**config.mk**
```make
export PLATFORM = sky130hd
export DESIGN_NAME = i2c_master_bit_engine
export DESIGN_NICKNAME = d
export VERILOG_FILES = /design/src/hdl/i2cm_pkg.sv /design/src/hdl/i2cm_fifo.sv /design/src/hdl/i2cm_front.sv /design/src/hdl/i2cm_engine.sv /design/src/hdl/i2c_master_bit_engine.sv
export SDC_FILE = /design/constraint.sdc
export NUM_CORES = 1
export LEC_CHECK = 0
export ABC_AREA = 1
export ABC_CLOCK_PERIOD_IN_PS = 4070
export BUFFER_PORTS_ARGS = -buffer_cell sky130_fd_sc_hd__clkbuf_2
export CORE_AREA = 10 10 127 129
export DETAILED_ROUTE_END_ITERATION = 10
export DIE_AREA = 0 0 137 139
export HOLD_SLACK_MARGIN = 0.05
export PLACE_DENSITY = 0.77
export SETUP_SLACK_MARGIN = 0.3
export SYNTH_ARGS = -nofsm -noshare
export SYNTH_HDL_FRONTEND = slang
export SYNTH_SLANG_ARGS = --single-unit
export TNS_END_PERCENT = 20
```
**constraint.sdc**
```tcl
create_clock -name clock -period 4.07 [get_ports clock]
set_input_delay 0.814 -clock clock [delete_from_list [all_inputs] [get_ports clock]]
set_output_delay 0.814 -clock clock [all_outputs]
set_load 0.02 [all_outputs]
```
**src/hdl/i2cm_pkg.sv**
```systemverilog
package i2cm_pkg;

   // Bus timing phases of the bit engine
   localparam logic [3:0] PH_IDLE  = 4'd0;
   localparam logic [3:0] PH_ST_A  = 4'd1;
   localparam logic [3:0] PH_ST_B  = 4'd2;
   localparam logic [3:0] PH_ST_C  = 4'd3;
   localparam logic [3:0] PH_SP_A  = 4'd4;
   localparam logic [3:0] PH_SP_B  = 4'd5;
   localparam logic [3:0] PH_SP_C  = 4'd6;
   localparam logic [3:0] PH_WR_LO = 4'd7;
   localparam logic [3:0] PH_WR_HI = 4'd8;
   localparam logic [3:0] PH_AK_LO = 4'd9;
   localparam logic [3:0] PH_AK_HI = 4'd10;
   localparam logic [3:0] PH_RD_LO = 4'd11;
   localparam logic [3:0] PH_RD_HI = 4'd12;
   localparam logic [3:0] PH_AO_LO = 4'd13;
   localparam logic [3:0] PH_AO_HI = 4'd14;

   // Command opcodes
   localparam logic [1:0] OP_START = 2'd0;
   localparam logic [1:0] OP_STOP  = 2'd1;
   localparam logic [1:0] OP_WRITE = 2'd2;
   localparam logic [1:0] OP_READ  = 2'd3;

   // Configuration register indexes
   localparam logic CSR_PHASE_TICKS = 1'b0;
   localparam logic CSR_ACK_TIMEOUT = 1'b1;

   localparam logic [15:0] PHASE_TICKS_RST = 16'd4;
   localparam logic [15:0] ACK_TIMEOUT_RST = 16'd205;
   localparam logic [3:0]  BITS_PER_BYTE   = 4'd8;

   typedef struct packed {
      logic [15:0] phase_ticks;
      logic [15:0] ack_timeout;
   } cfg_type;

   // Decoded tick: at most one command flag is set
   typedef struct packed {
      logic       is_start;
      logic       is_stop;
      logic       is_write;
      logic       is_read;
      logic [7:0] tx_byte;
      logic       send_ack;
      logic       sda_sample;
   } req_type;

   typedef struct packed {
      logic       scl_level;
      logic       sda_level;
      logic       sda_drive;
      logic       busy_res;
      logic       cmd_done;
      logic [7:0] rx_byte;
      logic       ack_error;
   } rsp_type;

endpackage

```
**src/hdl/i2cm_fifo.sv**
```systemverilog
module i2cm_fifo #(
   parameter int WIDTH = 8,
   parameter int DEPTH = 2
) (
   input  logic             clock,
   input  logic             reset,
   input  logic             wr_en,
   input  logic [WIDTH-1:0] wr_data,
   output logic             is_full,
   input  logic             rd_en,
   output logic [WIDTH-1:0] rd_data,
   output logic             is_empty
);

   localparam int PTR_W = (DEPTH > 1) ? $clog2(DEPTH) : 1;
   localparam int CNT_W = $clog2(DEPTH + 1);

   logic [WIDTH-1:0] slot_ff [DEPTH];
   logic [PTR_W-1:0] wr_ptr_ff, wr_ptr_in;
   logic [PTR_W-1:0] rd_ptr_ff, rd_ptr_in;
   logic [CNT_W-1:0] count_ff, count_in;
   logic             do_wr, do_rd;

   assign is_full  = (count_ff == CNT_W'(DEPTH));
   assign is_empty = (count_ff == '0);
   assign do_wr    = wr_en && !is_full;
   assign do_rd    = rd_en && !is_empty;
   assign rd_data  = slot_ff[rd_ptr_ff];

   always_comb begin
      wr_ptr_in = wr_ptr_ff;
      rd_ptr_in = rd_ptr_ff;
      count_in  = count_ff;
      if (do_wr) begin
         wr_ptr_in = (wr_ptr_ff == PTR_W'(DEPTH - 1)) ? '0 : wr_ptr_ff + 1'b1;
      end
      if (do_rd) begin
         rd_ptr_in = (rd_ptr_ff == PTR_W'(DEPTH - 1)) ? '0 : rd_ptr_ff + 1'b1;
      end
      if (do_wr && !do_rd) begin
         count_in = count_ff + 1'b1;
      end else if (do_rd && !do_wr) begin
         count_in = count_ff - 1'b1;
      end
   end

   always_ff @(posedge clock) begin
      if (reset) begin
         wr_ptr_ff <= '0;
         rd_ptr_ff <= '0;
         count_ff  <= '0;
      end else begin
         wr_ptr_ff <= wr_ptr_in;
         rd_ptr_ff <= rd_ptr_in;
         count_ff  <= count_in;
      end
   end

   always_ff @(posedge clock) begin
      if (do_wr) begin
         slot_ff[wr_ptr_ff] <= wr_data;
      end
   end

endmodule

```
**src/hdl/i2cm_front.sv**
```systemverilog
module i2cm_front import i2cm_pkg::*; #(
   parameter int DEPTH = 2
) (
   input  logic       clock,
   input  logic       reset,
   input  logic       push,
   output logic       full,
   input  logic       cmd_valid,
   input  logic [1:0] opcode,
   input  logic [7:0] tx_byte,
   input  logic       send_ack,
   input  logic       sda_sample,
   output req_type    item,
   output logic       item_valid,
   input  logic       item_pop
);

   req_type dec;
   logic    q_empty;

   // Classify the tick into one command flag
   always_comb begin
      dec            = '0;
      dec.tx_byte    = tx_byte;
      dec.send_ack   = send_ack;
      dec.sda_sample = sda_sample;
      if (cmd_valid) begin
         case (opcode)
            OP_START: dec.is_start = 1'b1;
            OP_STOP:  dec.is_stop  = 1'b1;
            OP_WRITE: dec.is_write = 1'b1;
            OP_READ:  dec.is_read  = 1'b1;
            default:  dec.is_start = 1'b0;
         endcase
      end
   end

   i2cm_fifo #(
      .WIDTH ($bits(req_type)),
      .DEPTH (DEPTH)
   ) u_req_q (
      .clock    (clock),
      .reset    (reset),
      .wr_en    (push),
      .wr_data  (dec),
      .is_full  (full),
      .rd_en    (item_pop),
      .rd_data  (item),
      .is_empty (q_empty)
   );

   assign item_valid = !q_empty;

endmodule

```
**src/hdl/i2cm_engine.sv**
```systemverilog
module i2cm_engine import i2cm_pkg::*; (
   input  logic    clock,
   input  logic    reset,
   input  cfg_type cfg,
   input  req_type item,
   input  logic    item_valid,
   output logic    item_pop,
   input  logic    rsp_full,
   output logic    rsp_push,
   output rsp_type rsp_data
);

   logic [3:0]  phase_ff, phase_in;
   logic [3:0]  bit_count_ff, bit_count_in;
   logic [7:0]  shift_ff, shift_in;
   logic [15:0] tick_ff, tick_in;
   logic [15:0] wait_ff, wait_in;
   logic        scl_ff, scl_in;
   logic        sda_ff, sda_in;
   logic        drive_ff, drive_in;
   logic        ack_flag_ff, ack_flag_in;
   logic [7:0]  rx_hold_ff, rx_hold_in;
   logic        ack_choice_ff, ack_choice_in;
   logic        finished;
   logic        fire;
   logic [15:0] pt;
   logic [15:0] tick_inc;
   logic [3:0]  bc_inc;
   logic [7:0]  rd_shift;

   assign fire     = item_valid && !rsp_full;
   assign item_pop = fire;
   assign rsp_push = fire;
   assign pt       = (cfg.phase_ticks == '0) ? 16'd1 : cfg.phase_ticks;
   assign tick_inc = tick_ff + 16'd1;
   assign bc_inc   = bit_count_ff + 4'd1;
   assign rd_shift = {shift_ff[6:0], item.sda_sample};

   always_comb begin
      phase_in      = phase_ff;
      bit_count_in  = bit_count_ff;
      shift_in      = shift_ff;
      tick_in       = tick_ff;
      wait_in       = wait_ff;
      scl_in        = scl_ff;
      sda_in        = sda_ff;
      drive_in      = drive_ff;
      ack_flag_in   = ack_flag_ff;
      rx_hold_in    = rx_hold_ff;
      ack_choice_in = ack_choice_ff;
      finished      = 1'b0;
      if (phase_ff == PH_IDLE) begin
         if (item.is_start || item.is_stop || item.is_write || item.is_read) begin
            ack_flag_in  = 1'b0;
            wait_in      = '0;
            bit_count_in = '0;
            tick_in      = '0;
            drive_in     = 1'b1;
         end
         if (item.is_start) begin
            phase_in = PH_ST_A;
            sda_in   = 1'b1;
         end else if (item.is_stop) begin
            phase_in = PH_SP_A;
            scl_in   = 1'b0;
         end else if (item.is_write) begin
            phase_in = PH_WR_LO;
            shift_in = item.tx_byte;
            scl_in   = 1'b0;
            sda_in   = item.tx_byte[7];
         end else if (item.is_read) begin
            phase_in      = PH_RD_LO;
            shift_in      = '0;
            ack_choice_in = item.send_ack;
            scl_in        = 1'b0;
            sda_in        = 1'b1;
            drive_in      = 1'b0;
         end
      end else if (phase_ff == PH_AK_HI) begin
         // Poll SDA every tick while SCL is high
         tick_in = 16'd1;
         if (!item.sda_sample) begin
            scl_in   = 1'b0;
            phase_in = PH_IDLE;
            tick_in  = '0;
            finished = 1'b1;
         end else if (wait_ff >= cfg.ack_timeout) begin
            ack_flag_in = 1'b1;
            phase_in    = PH_SP_A;
            tick_in     = '0;
            scl_in      = 1'b0;
            sda_in      = 1'b1;
            drive_in    = 1'b1;
         end else begin
            wait_in = wait_ff + 16'd1;
         end
      end else begin
         tick_in = tick_inc;
         if (tick_inc >= pt) begin
            tick_in = '0;
            case (phase_ff)
               PH_ST_A: begin
                  phase_in = PH_ST_B;
                  scl_in   = 1'b1;
                  sda_in   = 1'b1;
                  drive_in = 1'b1;
               end
               PH_ST_B: begin
                  phase_in = PH_ST_C;
                  scl_in   = 1'b1;
                  sda_in   = 1'b0;
                  drive_in = 1'b1;
               end
               PH_ST_C, PH_AO_HI: begin
                  scl_in   = 1'b0;
                  phase_in = PH_IDLE;
                  finished = 1'b1;
               end
               PH_SP_A: begin
                  phase_in = PH_SP_B;
                  scl_in   = 1'b0;
                  sda_in   = 1'b0;
                  drive_in = 1'b1;
               end
               PH_SP_B: begin
                  phase_in = PH_SP_C;
                  scl_in   = 1'b1;
                  sda_in   = 1'b0;
                  drive_in = 1'b1;
               end
               PH_SP_C: begin
                  sda_in   = 1'b1;
                  phase_in = PH_IDLE;
                  finished = 1'b1;
               end
               PH_WR_LO, PH_AO_LO: begin
                  phase_in = (phase_ff == PH_WR_LO) ? PH_WR_HI : PH_AO_HI;
                  scl_in   = 1'b1;
                  drive_in = 1'b1;
               end
               PH_WR_HI: begin
                  bit_count_in = bc_inc;
                  scl_in       = 1'b0;
                  if (bc_inc >= BITS_PER_BYTE) begin
                     phase_in = PH_AK_LO;
                     sda_in   = 1'b1;
                     drive_in = 1'b0;
                  end else begin
                     shift_in = {shift_ff[6:0], 1'b0};
                     phase_in = PH_WR_LO;
                     sda_in   = shift_ff[6];
                     drive_in = 1'b1;
                  end
               end
               PH_AK_LO: begin
                  phase_in = PH_AK_HI;
                  scl_in   = 1'b1;
                  sda_in   = 1'b1;
                  drive_in = 1'b0;
               end
               PH_RD_LO: begin
                  phase_in = PH_RD_HI;
                  scl_in   = 1'b1;
                  sda_in   = 1'b1;
                  drive_in = 1'b0;
               end
               PH_RD_HI: begin
                  shift_in     = rd_shift;
                  bit_count_in = bc_inc;
                  scl_in       = 1'b0;
                  if (bc_inc >= BITS_PER_BYTE) begin
                     rx_hold_in = rd_shift;
                     phase_in   = PH_AO_LO;
                     sda_in     = !ack_choice_ff;
                     drive_in   = 1'b1;
                  end else begin
                     phase_in = PH_RD_LO;
                     sda_in   = 1'b1;
                     drive_in = 1'b0;
                  end
               end
               default: begin
                  phase_in = PH_IDLE;
               end
            endcase
         end
      end
   end

   always_comb begin
      rsp_data.scl_level = scl_in;
      rsp_data.sda_level = sda_in;
      rsp_data.sda_drive = drive_in;
      rsp_data.busy_res  = (phase_in != PH_IDLE);
      rsp_data.cmd_done  = finished;
      rsp_data.rx_byte   = rx_hold_in;
      rsp_data.ack_error = ack_flag_in;
   end

   always_ff @(posedge clock) begin
      if (reset) begin
         phase_ff      <= PH_IDLE;
         bit_count_ff  <= '0;
         shift_ff      <= '0;
         tick_ff       <= '0;
         wait_ff       <= '0;
         scl_ff        <= 1'b1;
         sda_ff        <= 1'b1;
         drive_ff      <= 1'b1;
         ack_flag_ff   <= 1'b0;
         rx_hold_ff    <= '0;
         ack_choice_ff <= 1'b0;
      end else if (fire) begin
         phase_ff      <= phase_in;
         bit_count_ff  <= bit_count_in;
         shift_ff      <= shift_in;
         tick_ff       <= tick_in;
         wait_ff       <= wait_in;
         scl_ff        <= scl_in;
         sda_ff        <= sda_in;
         drive_ff      <= drive_in;
         ack_flag_ff   <= ack_flag_in;
         rx_hold_ff    <= rx_hold_in;
         ack_choice_ff <= ack_choice_in;
      end
   end

endmodule

```
**src/hdl/i2c_master_bit_engine.sv**
```systemverilog
// I2C master bit engine. Each request is one timing tick: the sampled SDA
// level plus an optional command (start, stop, write byte, read byte).
// Every request yields exactly one response with the SCL/SDA pin levels,
// SDA drive enable, busy, command done, last received byte and ack error.
// Request channel: push/full, accepted when push is high and full is low.
// Response channel: empty/pop, the oldest response is on the rsp_ ports
// while empty is low and leaves when pop is high.
// Config channel: csr_valid/csr_ready (always ready), csr_index selects
// phase_ticks (0) or ack_timeout (1); write only while the engine is idle.
// Throughput: one request per cycle while the response queue has room.
// A request is registered in the request queue; the bit engine turns it
// into a response in the cycle it leaves, registered in the response queue.
// When the receiver stalls, the response queue fills, the engine holds,
// and the request queue raises full once its REQ_DEPTH entries are taken.
// Reset (synchronous, active high) empties both queues, returns the engine
// to idle with SCL high and SDA driven high, and restores phase_ticks to 4
// and ack_timeout to 205.
module i2c_master_bit_engine import i2cm_pkg::*; #(
   parameter int REQ_DEPTH = 2,
   parameter int RSP_DEPTH = 2
) (
   input  logic        clock,
   input  logic        reset,
   // request channel
   input  logic        push,
   output logic        full,
   input  logic        req_cmd_valid,
   input  logic [1:0]  req_opcode,
   input  logic [7:0]  req_tx_byte,
   input  logic        req_send_ack,
   input  logic        req_sda_sample,
   // response channel
   output logic        empty,
   input  logic        pop,
   output logic        rsp_scl_level,
   output logic        rsp_sda_level,
   output logic        rsp_sda_drive,
   output logic        rsp_busy_res,
   output logic        rsp_cmd_done,
   output logic [7:0]  rsp_rx_byte,
   output logic        rsp_ack_error,
   // configuration channel
   input  logic        csr_valid,
   output logic        csr_ready,
   input  logic        csr_index,
   input  logic [15:0] csr_wdata
);

   cfg_type cfg_ff;
   req_type eng_item;
   logic    eng_item_valid;
   logic    eng_pop;
   logic    rsp_q_full;
   logic    eng_push;
   rsp_type eng_rsp;
   rsp_type rsp_head;

   // Config registers: always ready, written whenever csr_valid is high
   assign csr_ready = 1'b1;

   always_ff @(posedge clock) begin
      if (reset) begin
         cfg_ff.phase_ticks <= PHASE_TICKS_RST;
         cfg_ff.ack_timeout <= ACK_TIMEOUT_RST;
      end else if (csr_valid && csr_ready) begin
         case (csr_index)
            CSR_PHASE_TICKS: cfg_ff.phase_ticks <= csr_wdata;
            CSR_ACK_TIMEOUT: cfg_ff.ack_timeout <= csr_wdata;
            default:         cfg_ff <= cfg_ff;
         endcase
      end
   end

   // Front: decode the command and hold the tick in the request queue
   i2cm_front #(
      .DEPTH (REQ_DEPTH)
   ) u_front (
      .clock      (clock),
      .reset      (reset),
      .push       (push),
      .full       (full),
      .cmd_valid  (req_cmd_valid),
      .opcode     (req_opcode),
      .tx_byte    (req_tx_byte),
      .send_ack   (req_send_ack),
      .sda_sample (req_sda_sample),
      .item       (eng_item),
      .item_valid (eng_item_valid),
      .item_pop   (eng_pop)
   );

   // Back: advance the bus phase machine by one tick per request
   i2cm_engine u_engine (
      .clock      (clock),
      .reset      (reset),
      .cfg        (cfg_ff),
      .item       (eng_item),
      .item_valid (eng_item_valid),
      .item_pop   (eng_pop),
      .rsp_full   (rsp_q_full),
      .rsp_push   (eng_push),
      .rsp_data   (eng_rsp)
   );

   // Response queue decouples the engine from the consumer
   i2cm_fifo #(
      .WIDTH ($bits(rsp_type)),
      .DEPTH (RSP_DEPTH)
   ) u_rsp_q (
      .clock    (clock),
      .reset    (reset),
      .wr_en    (eng_push),
      .wr_data  (eng_rsp),
      .is_full  (rsp_q_full),
      .rd_en    (pop),
      .rd_data  (rsp_head),
      .is_empty (empty)
   );

   assign rsp_scl_level = rsp_head.scl_level;
   assign rsp_sda_level = rsp_head.sda_level;
   assign rsp_sda_drive = rsp_head.sda_drive;
   assign rsp_busy_res  = rsp_head.busy_res;
   assign rsp_cmd_done  = rsp_head.cmd_done;
   assign rsp_rx_byte   = rsp_head.rx_byte;
   assign rsp_ack_error = rsp_head.ack_error;

`ifndef ASSERT_OFF
   // The engine never produces a response the queue cannot take
   a_no_rsp_overflow: assert property (@(posedge clock) disable iff (reset)
      eng_push |-> !rsp_q_full)
      else $error("response pushed into a full queue");

   // A completed command is no longer busy
   a_done_not_busy: assert property (@(posedge clock) disable iff (reset)
      (!empty && rsp_cmd_done) |-> !rsp_busy_res)
      else $error("cmd_done with busy set");

   // Released SDA always reads as high level
   a_release_high: assert property (@(posedge clock) disable iff (reset)
      (!empty && !rsp_sda_drive) |-> rsp_sda_level)
      else $error("SDA released but level low");

   // A request is only consumed by the engine when the queue had one
   a_pop_needs_item: assert property (@(posedge clock) disable iff (reset)
      eng_pop |-> eng_item_valid)
      else $error("engine consumed from an empty request queue");
`endif

endmodule

```
# Word-level counts from Yosys, hierarchy flattened
# Memories as Yosys holds them, arrays and structs flattened. A register that Yosys moved wholly into a read port is not among the register bits.
# Cells that the tools add are included.
# word_totals
regBits	100
ramBits	56
input_bits	35
out_inout_bits	17
wordCells	224
n_memories	2
# mem_list
memory	depth	word_bits	read_ports	rd_clocked_by_memory_dff	wr	line	text
u_front.u_req_q.slot_ff	2	14	1	1	1	i2cm_fifo.sv:18	logic [WIDTH-1:0] slot_ff [DEPTH];
u_rsp_q.slot_ff	2	14	1	1	1	i2cm_fifo.sv:18	
# op_classes
n_addsub	11
n_lt_le_gt_ge	3
eq_ne	26
n_mux	109
bitwise	4
n_reduce_logical	50
# op_table
op	n
2-to-1 mux 16 bit	10
2-to-1 mux 4 bit	16
2-to-1 mux 1 bit	59
2-to-1 mux 7 bit	8
2-to-1 mux 8 bit	5
one-hot mux 4 bit (9 select lines)	1
adder 16 x 1 -> 16 bit, second input constant	2
>= comparator 16 bit	2
== test 4 bit, second input constant	7
== test 4 x 3 -> 1 bit, second input constant	4
zero test 16 bit	1
one-hot mux 7 bit (2 select lines)	1
nonzero test 2 bit	6
AND reduction 5 bit	2
logical AND 1 bit	9
zero test 1 bit	9
== test 2 bit, second input constant	4
== test 4 x 2 -> 1 bit, second input constant	2
2-to-1 mux 2 bit	4
one-hot mux 1 bit (4 select lines)	2
AND reduction 8 bit	1
OR reduction 7 bit	1
zero test 2 bit	3
2-to-1 mux 3 bit	2
24 further kinds	42

# Longest topological paths before layout
# Gate-level depths: netlist of the first run.
# depth
depth_word	9
depth_mapped	20
ltp_nobuf	20

# Cells and area by module
# A second synthesis of the first run with hierarchy kept.
# hier_totals
cells_unflattened	1108
area_unflattened_um2	8634.5
# modules_own_cells
mod	n_inst	cells_each	area_each_um2	seq_area_each_um2
i2cm_engine	1	764	4773.3	1201.2
i2cm_fifo	2	80	1262.5	940.9
i2c_master_bit_engine	1	175	1302.5	640.6
i2cm_front	1	9	33.8	0.0

# Least setup slack after synthesis of the first run
# OpenSTA, ideal clock, no wires.
# synth_path
kind	register to register
from	reg u_engine.tick_ff[0]
to	mem u_rsp_q.slot_ff[0][10] in the netlist's numbering (data pin)
setup_ns	0.258
arrival_time_ns	2.907
t_required_ns	3.812
slack_ns	0.905
path_stages_with_launch	21
path_buffers	1
synth_period_minus_slack_ns	3.165
cell_sequence	dfxtp_1 ha_1 nand3_1 nor3_1 nand2_1 nor3_1 nand2_1 nand2_1 nand2_1 ha_1 nand2_1 o21ai_0 a21oi_1 nand2_2 clkbuf_1 nand2_1 nand3_1 nand2_1 nand2_1 nor2_1 nand2_1
# synth_lines
item	line	text
start, declared	i2cm_engine.sv:16	logic [15:0] tick_ff, tick_in;
start signal, assigned	i2cm_engine.sv:217	tick_ff <= tick_in;
end, declared	i2cm_fifo.sv:18	

==> impl_metrics.csv, run 1 <==
group,metric,value,unit
outcome,status,"complete, no violations",
worst_setup_path,crit_chain,"ha_1 > nand3_1 > nor3_1 > nand2_1 > nor3_2 > nand2_1 > nand2_1 > nand2_1 > ha_1 > nand2_1 > o21ai_0 > a21oi_2 > nand2_2 > buf_4 > nand2_1 > nand3_1 > nand2_1 > nand2_1 > nor2_1 > nand2_1",
global_routing,grt_pass1_vias,6488,
timing,skew,8.13,ps
die,chipWidth,137,µm
logic_synthesis,synth_area_leaders,"dfxtp_1, edfxtp_1, nand2_1",
global_routing,grt_pass1_wl,31.0,mm
route,firstDrtPassIters,5,
placed_design,placed_cells,1227,
route,vias_per_cell,5.42,
worst_setup_path,r2r_slack,710,ps
logic_synthesis,yosys_warnings,0,
layout,fin_cells,1260,
flow_run,cap_violations,0,
placed_design,io_buffers,50,
worst_setup_path,r2r-start,"u_engine.tick_ff[0]",
clocking,clkSinkCount,158,
global_routing,grt_overflow,0,
worst_setup_path,crit_slowest_cell,"dfxtp_1",
logic_synthesis,syn-num-nets,1095,
worst_setup_path,worst-path-buf-inv,1,
timing,fin_crit_sh,82.5,%
logic_synthesis,synth-seq-area-share,45.7,%
worst_hold_path,min_to,"u_engine.shift_ff[2]",
clocking,cts_buffers,17,
timing,fmax,0.298,GHz
clocking,clk_latency,430,ps
logic_synthesis,netlist_instances,1023,
die,dieHeight,139,µm
logic_synthesis,yosys.area.top_type,"dfxtp_1",
worst_setup_path,required,4250,ps
pwr,irDropWorstVdd,0.415,mV
logic_synthesis,synth_cell_types,38,
logic_synthesis,ys_seq_elements,158,
global_routing,grt_antenna_before_repair,0,
pwr,leakagePower,3.85,nW
layout,area_growth,12.0,%
logic_synthesis,synth_top_flop_cell,"dfxtp_1",
logic_synthesis,synth-async-reset-ratio,0,%
timing,hold_violations,0,
logic_synthesis,synthesis.area,0.00815,mm²
layout,multi_input_area,0.00381,mm²
worst_setup_path,worstSetupPathType,"flip-flop to flip-flop",
timing,min_period,3360,ps
layout,seq_area,0.00372,mm²
die,design.core.area,0.0137,mm²
die,initial_core_util,59.6,%
timing,tns,0,ps
clocking,path_clk_slew,70,ps
worst_setup_path,slowest_delay,450,ps
worst_setup_path,path_max_fanout,15,
worst_setup_path,cp-start-kind,"flip-flop",
timing,rsz0062_at_grt,"false",
die,dieArea,0.0190,mm²
global_routing,grt_max_degree,54,
route,drt_iter0_drc,606,
worst_setup_path,cp.arrival,3540,ps
route,num_vias,6834,
timing,holdWs,464,ps
die,row_count,43,
logic_synthesis,avgSynthCellArea,7.97,µm²
layout,final_nets,1139,
route,wl,18.6,mm
worst_setup_path,crit_path_start,"u_engine.tick_ff[0]",
placed_design,hpwl,13.2,mm
layout,diodes,0,
timing,relSlewSlack,34.2,%
logic_synthesis,yosysTopAreaCellShare,25.1,%
pwr,power,6.09,mW
layout,fillCellCount,1188,
route,ant_nets,0,
global_routing,grtUsageTotal,19.9,%
placed_design,routabilityCongestion,1.00,
worst_setup_path,reg2regPathDepth,20,
worst_hold_path,min_from,"u_engine.shift_ff[2]",
timing,worst_pin_slew,985,ps
route,wl_per_cell,14.7,µm
timing,setup_viol,0,
worst_setup_path,r2r_end,"u_rsp_q.slot_ff[0][10]",
timing,drv_slew,0,
clocking,cts.htree.levels,4,
route,drc,0,
worst_setup_path,crit_family,"simple AND/OR/NAND/NOR gates",
pwr,powerDensity,668,mW/mm²
worst_hold_path,min-delay-path-class,"flip-flop to flip-flop",
worst_setup_path,end_kind,"flip-flop",
clocking,cts_root_buf,"clkbuf_16",
die,io_pins,52,
clocking,clockBufferDepth,2,
worst_hold_path,holdPathStages,2,
logic_synthesis,synth_edf_count,56,
worst_setup_path,cpMostUsedCell,"nand2_1",
layout,drive_above_1_share,12.8,%
clocking,cts_tree,"yes",
cell families (layout without fill, tap and decap cells):
| family | after synthesis | count (layout) | share of synthesized area [%] |
|---|---|---|---|
| AND/OR/NAND/NOR | 429 | 429 | 23.2 |
| AO/OA/AOI/OAI | 200 | 200 | 12.8 |
| flip-flops | 158 | 158 | 45.7 |
| buffers and inverters | 158 | 215 | 7.75 |
| adder cells (fa/ha/maj) | 37 | 37 | 5.68 |
| XOR/XNOR | 25 | 25 | 2.69 |
| multiplexers | 15 | 15 | 2.10 |
| other | 1 | 1 | 0.0460 |
layout make-up:
type | instances | area share (%)
Timing Repair Buffer | 61 | 3.78
Multi-Input combinational cell | 707 | 41.7
Clock buffer | 18 | 4.70
Sequential cell | 158 | 40.8
Inverter | 122 | 5.02
Tap cell | 180 | 2.47
Clock inverter | 14 | 1.48
layer usage:
| metal | global-route usage, % | vias to the layer above | part of all wire [%] | wire length (µm) |
|---|---|---|---|---|
| met3 | 5.04 | 23 | 6.6 | 1230 |
| met4 | 6.49 | 0 | 1.7 | 312 |
| met5 | 0 | - | 0 | 0 |
| li1 | - | 3514 | - | - |
| met2 | 30.7 | 207 | 46 | 8530 |
| met1 | 26.5 | 3090 | 46 | 8500 |
how the worst max path moves through the flow:
stage | endpoint | cells past startpoint
floorplan | u_rsp_q.slot_ff[0][10] | 20
global placement | u_engine.rx_hold_ff[3] | 17
detailed placement | u_engine.rx_hold_ff[6] | 17
CTS | u_engine.rx_hold_ff[6] | 17
global route | u_rsp_q.slot_ff[1][10] | 20
finish | u_rsp_q.slot_ff[0][10] | 20
flip-flops by register name, indices dropped and copies added, names as in the netlist, 4 cells and up, named ones only:
| register | count |
|---|---|
| u_engine.bit_count_ff | 4 |
| u_engine.tick_ff | 16 |
| u_engine.wait_ff | 16 |
| u_rsp_q.slot_ff | 28 |
| u_front.u_req_q.slot_ff | 28 |
| cfg_ff | 32 |
| u_engine.phase_ff | 4 |
| u_engine.shift_ff | 7 |
| u_engine.rx_hold_ff | 8 |
report_power, final:
group / total, mW / internal [mW] / switching [mW]
clock network: 1.52 / 0.852 / 0.668
registers: 2.23 / 2.04 / 0.193
logic: 2.34 / 0.701 / 1.64
what timing repair did:
item | 4_1_cts | 5_1_grt
gates resized for setup | 0 | 2
buffers inserted | 0 | 1
hold buffers | 0 | 0
endpoints found under the setup margin | 0 | 53
metrics by stage:
| stage | setup WS [ps] | instance area (µm²) | util (%) |
|---|---|---|---|
| 2_1_floorplan | 905 | 8150 | - |
| 3_3_place_gp | 622 | 8530 | 62.4 |
| 3_5_place_dp | 469 | 8530 | 62.4 |
| 4_1_cts | 453 | 9100 | 66.6 |
| 5_1_grt | 319 | 9130 | 66.8 |
| 6_report | 712 | 9130 | 66.8 |
worst min-delay path, cell delays in order, from the launching register on:
cell	delay, ps
dfxtp_1	310
nand2_1	60
a21oi_1	50
Yosys cell counts (2+ instances only):
| master | n |
|---|---|
| nor2_4 | 4 |
| o21ai_0 | 68 |
| o211ai_1 | 10 |
| nand4_1 | 17 |
| nand2_1 | 223 |
| o21a_1 | 2 |
| nor3_1 | 22 |
| ha_1 | 37 |
| inv_2 | 11 |
| nand2_2 | 3 |
| buf_4 | 2 |
| buf_6 | 3 |
| o21ai_1 | 11 |
| mux2_2 | 14 |
| xor2_1 | 23 |
| clkbuf_1 | 23 |
| nor2_2 | 4 |
| buf_2 | 7 |
| clkinv_1 | 2 |
| nor4_1 | 5 |
| inv_1 | 109 |
| nand3_1 | 64 |
| a21oi_1 | 103 |
| xnor2_1 | 2 |
| nand3b_1 | 4 |
| edfxtp_1 | 56 |
| dfxtp_1 | 102 |
| a31oi_1 | 3 |
| nor2_1 | 77 |
| nand2_4 | 4 |
placed cells by master (no fill, tap or decap), drive strengths merged:
cell type  Yosys  routed
o22ai          1       1
nor4           6       6
mux2i          1       1
a41o           1       1
mux2          14      14
o211ai        10      10
a21oi        103     103
clkinv         2       5
xor2          23      23
inv          120     126
xnor2          2       2
o21a           2       2
nor2          85      85
nand2        230     230
ha            37      37
clkinvlp       0       4
clkbuf        23      68
o2111ai        1       1
o21ai         79      79
conb           1       1
nand3         64      64
a31oi          3       3
edfxtp        56      56
nand4         18      18
nor3          22      22
buf           13      11
bufinv         0       1
dfxtp        102     102
nand3b         4       4
Power figures use the tool's default switching activity.
==> inputs of run 2 (changes only) <==
--- a/config.mk
+++ b/config.mk
@@ -6,13 +6,13 @@
 export NUM_CORES = 1
 export LEC_CHECK = 0
 export ABC_AREA = 1
-export ABC_CLOCK_PERIOD_IN_PS = 4070
+export ABC_CLOCK_PERIOD_IN_PS = 3000
 export BUFFER_PORTS_ARGS = -buffer_cell sky130_fd_sc_hd__clkbuf_2
-export CORE_AREA = 10 10 127 129
+export CORE_AREA = 10 10 133 135
 export DETAILED_ROUTE_END_ITERATION = 10
-export DIE_AREA = 0 0 137 139
+export DIE_AREA = 0 0 143 145
 export HOLD_SLACK_MARGIN = 0.05
-export PLACE_DENSITY = 0.77
+export PLACE_DENSITY = 0.73
 export SETUP_SLACK_MARGIN = 0.3
 export SYNTH_ARGS = -nofsm -noshare
 export SYNTH_HDL_FRONTEND = slang
==> constraint.sdc (replaced) <==
create_clock -name clock -period 3 [get_ports clock]
set_input_delay 0.6 -clock clock [delete_from_list [all_inputs] [get_ports clock]]
set_output_delay 0.6 -clock clock [all_outputs]
set_load 0.02 [all_outputs]
==> run 2 against run 1 <==
  * Largest cell class unchanged
  * Combinational power grew 53%
  * Clock power grew 41%
  * Maximum frequency grew 12%
  * Global-route usage shrank 0.84 points
  * Cell area grew 6.6%
  * Wire length grew 6.6%
  * Power grew 43%
  * Critical path depth is the same
  * Sequential power grew 34%
==> impl_metrics.csv, run 2 (synthesized netlist as in run 1, its figures left out) <==
group,metric,value,unit
worst_hold_path,min_to,"u_front.u_req_q.slot_ff[1][8]",
worst_setup_path,crit_slowest_cell,"dfxtp_4",
die,io_pins,52,
global_routing,grt_antenna_before_repair,0,
route,wl,19.8,mm
worst_setup_path,r2r_end,"u_engine.tick_ff[12]",
placed_design,placed_cells,1247,
timing,min_period,2990,ps
placed_design,hpwl,14.0,mm
timing,fmax,0.334,GHz
global_routing,grt_pass1_vias,6525,
timing,finalWorstSetupSlack,6.29,ps
clocking,cts.htree.levels,4,
layout,area_growth,19.3,%
clocking,clk_latency,430,ps
timing,relSlewSlack,46.1,%
worst_setup_path,cpMostUsedCell,"buf_4",
worst_setup_path,cp.arrival,3290,ps
route,firstDrtPassIters,5,
layout,drive_above_1_share,20.8,%
route,drt_iter0_drc,650,
clocking,cts_buffers,17,
clocking,cts_root_buf,"clkbuf_16",
outcome,status,"complete, no violations",
die,initial_core_util,54.2,%
layout,final_common_cell,"nand2_1",
clocking,path_clk_slew,70,ps
route,drc,0,
pwr,power_frac_comb,41.0,%
worst_setup_path,required,3290,ps
global_routing,grtUsageTotal,19.1,%
worst_setup_path,reg2regPathDepth,20,
clocking,clkSinkCount,158,
route,wl_per_cell,15.2,µm
timing,drv_slew,0,
layout,largest-register,"cfg_ff",
die,dieHeight,145,µm
timing,setup_viol,0,
die,dieArea,0.0207,mm²
pwr,irDropWorstVdd,0.504,mV
route,num_vias,7064,
worst_setup_path,r2r_slack,6,ps
placed_design,io_buffers,50,
worst_setup_path,crit_chain,"ha_4 > nand3_4 > nor3_4 > nand2_2 > nor3_4 > xor2_1 > inv_1 > buf_6 > buf_4 > buf_4 > buf_4 > buf_4 > buf_4 > buf_4 > buf_4 > buf_4 > buf_4 > buf_4 > nand2_2 > a21oi_2",
layout,design_area,0.00972,mm²
layout,top_regs,"cfg_ff (32), u_front.u_req_q.slot_ff (28), u_rsp_q.slot_ff (28)",
pwr,powerDensity,897,mW/mm²
clocking,clockBufferDepth,2,
pwr,switchingPower,3.57,mW
timing,hold_violations,0,
layout,final_nets,1173,
worst_setup_path,r2r-start,"u_engine.tick_ff[1]",
placed_design,placed_area,0.00871,mm²
timing,skew,9.28,ps
worst_setup_path,path_max_fanout,3,
global_routing,grt_overflow,0,
worst_hold_path,min_from,"req_tx_byte[6]",
pwr,p_int,5.15,mW
layout,diodes,0,
worst_setup_path,end_kind,"flip-flop",
worst_hold_path,holdPathStages,1,
pwr,p_seq_share,34.3,%
route,vias_per_cell,5.43,
die,chipWidth,143,µm
die,row_count,45,
flow_run,cap_violations,0,
route,ant_nets,0,
layout,largest_register_ff_count,32,
clocking,cts_hold_buf,0,
timing,rsz0062_at_grt,"true",
pwr,clkPwrFrac,24.7,%
placed_design,routabilityCongestion,0.981,
pwr,netSwitchingFraction,41.0,%
worst_setup_path,cp-start-kind,"flip-flop",
worst_hold_path,min-delay-path-class,"primary input to flip-flop",
timing,worst_pin_slew,800,ps
global_routing,grt_pass1_wl,32.4,mm
worst_setup_path,worstSetupPathType,"flip-flop to flip-flop",
die,design.core.area,0.0150,mm²
worst_setup_path,slowest_delay,360,ps
clocking,cts_tree,"yes",
placed_design,dp_slack,-6.38,ps
layout,fin_cells,1302,
pwr,leakagePower,4.16,nW
layout,mostFrequentLayoutCells,"nand2_1, inv_1, a21oi_1",
timing,fin_crit_sh,99.8,%
worst_setup_path,crit_path_start,"u_engine.tick_ff[1]",
global_routing,grt_max_degree,54,
[run 2: cell types whose count changed in the layout (fill, tap and decap cells not counted), sizes merged]
cell,previous run,this run
clkinvlp,4,2
buf,11,44
inv,126,125
clkbuf,68,71
clkinv,5,6
[run 2: worst max-delay path, delay by kind of cell, from the launching register on]
kind / cells / cell delay (ps)
buf+inv: 12 / 1440
simple gates: 5 / 680
flops: 1 / 360
xor+xnor: 1 / 170
fa+ha+maj: 1 / 150
compound gates: 1 / 60
[run 2: power by group through the flow]
| stage | combinational, mW | sequential [mW] | clock (mW) |
|---|---|---|---|
| detailed placement | 3.31 | 3.03 | 0 |
| global route | 3.96 | 3.04 | 2.28 |
| CTS | 3.38 | 2.99 | 2.18 |
| global placement | 3.30 | 3.02 | 0 |
| floorplan | 2.43 | 2.96 | 0 |
| finish | 3.58 | 2.99 | 2.15 |
[run 2: worst max path at each step]
| stage | to | depth (start not counted) | slack (ps) |
|---|---|---|---|
| final | u_engine.tick_ff[12] | 20 | 6 |
| after global routing | u_rsp_q.slot_ff[0][10] | 19 | -140 |
| after global placement | u_rsp_q.slot_ff[0][10] | 16 | 40 |
| after CTS | u_rsp_q.slot_ff[0][10] | 19 | 180 |
| after floorplan | u_rsp_q.slot_ff[0][2] | 16 | 230 |
| after detailed placement | u_rsp_q.slot_ff[1][10] | 16 | -6 |
[run 2: final cells by class]
cell class / count / area (µm²)
multi-input combinational: 707 / 4040
clock buffer: 20 / 468
timing repair buffer: 95 / 653
tap: 188 / 235
fill: 1266 / 5310
inverter: 122 / 463
clock inverter: 12 / 121
sequential: 158 / 3740
[run 2: per-layer routing]
layer	global-route usage (%)	up-vias	part of all wire (%)
met4	6.50	0	1.7
met5	0	-	0
met2	29.0	194	46
li1	-	3582	-
met1	26.1	3257	47
met3	4.07	31	5.4
[run 2: through the flow]
step	hold slack (ps)	power, mW	setup TNS (ps)	utilization (%)
after global placement	442	6.31	0	58.0
final	347	8.72	0	64.7
after floorplan	426	5.39	0	-
after CTS	334	8.55	0	63.2
after detailed placement	442	6.34	-12.7	58.0
after global routing	333	9.29	-3640	64.7
[run 2: repair_timing]
| item | CTS | global route |
|---|---|---|
| buffers inserted | 17 | 5 |
| gates cloned | 0 | 1 |
| setup endpoints to repair | 67 | 68 |
| pin swaps | 14 | 28 |
| gates resized for setup | 24 | 50 |
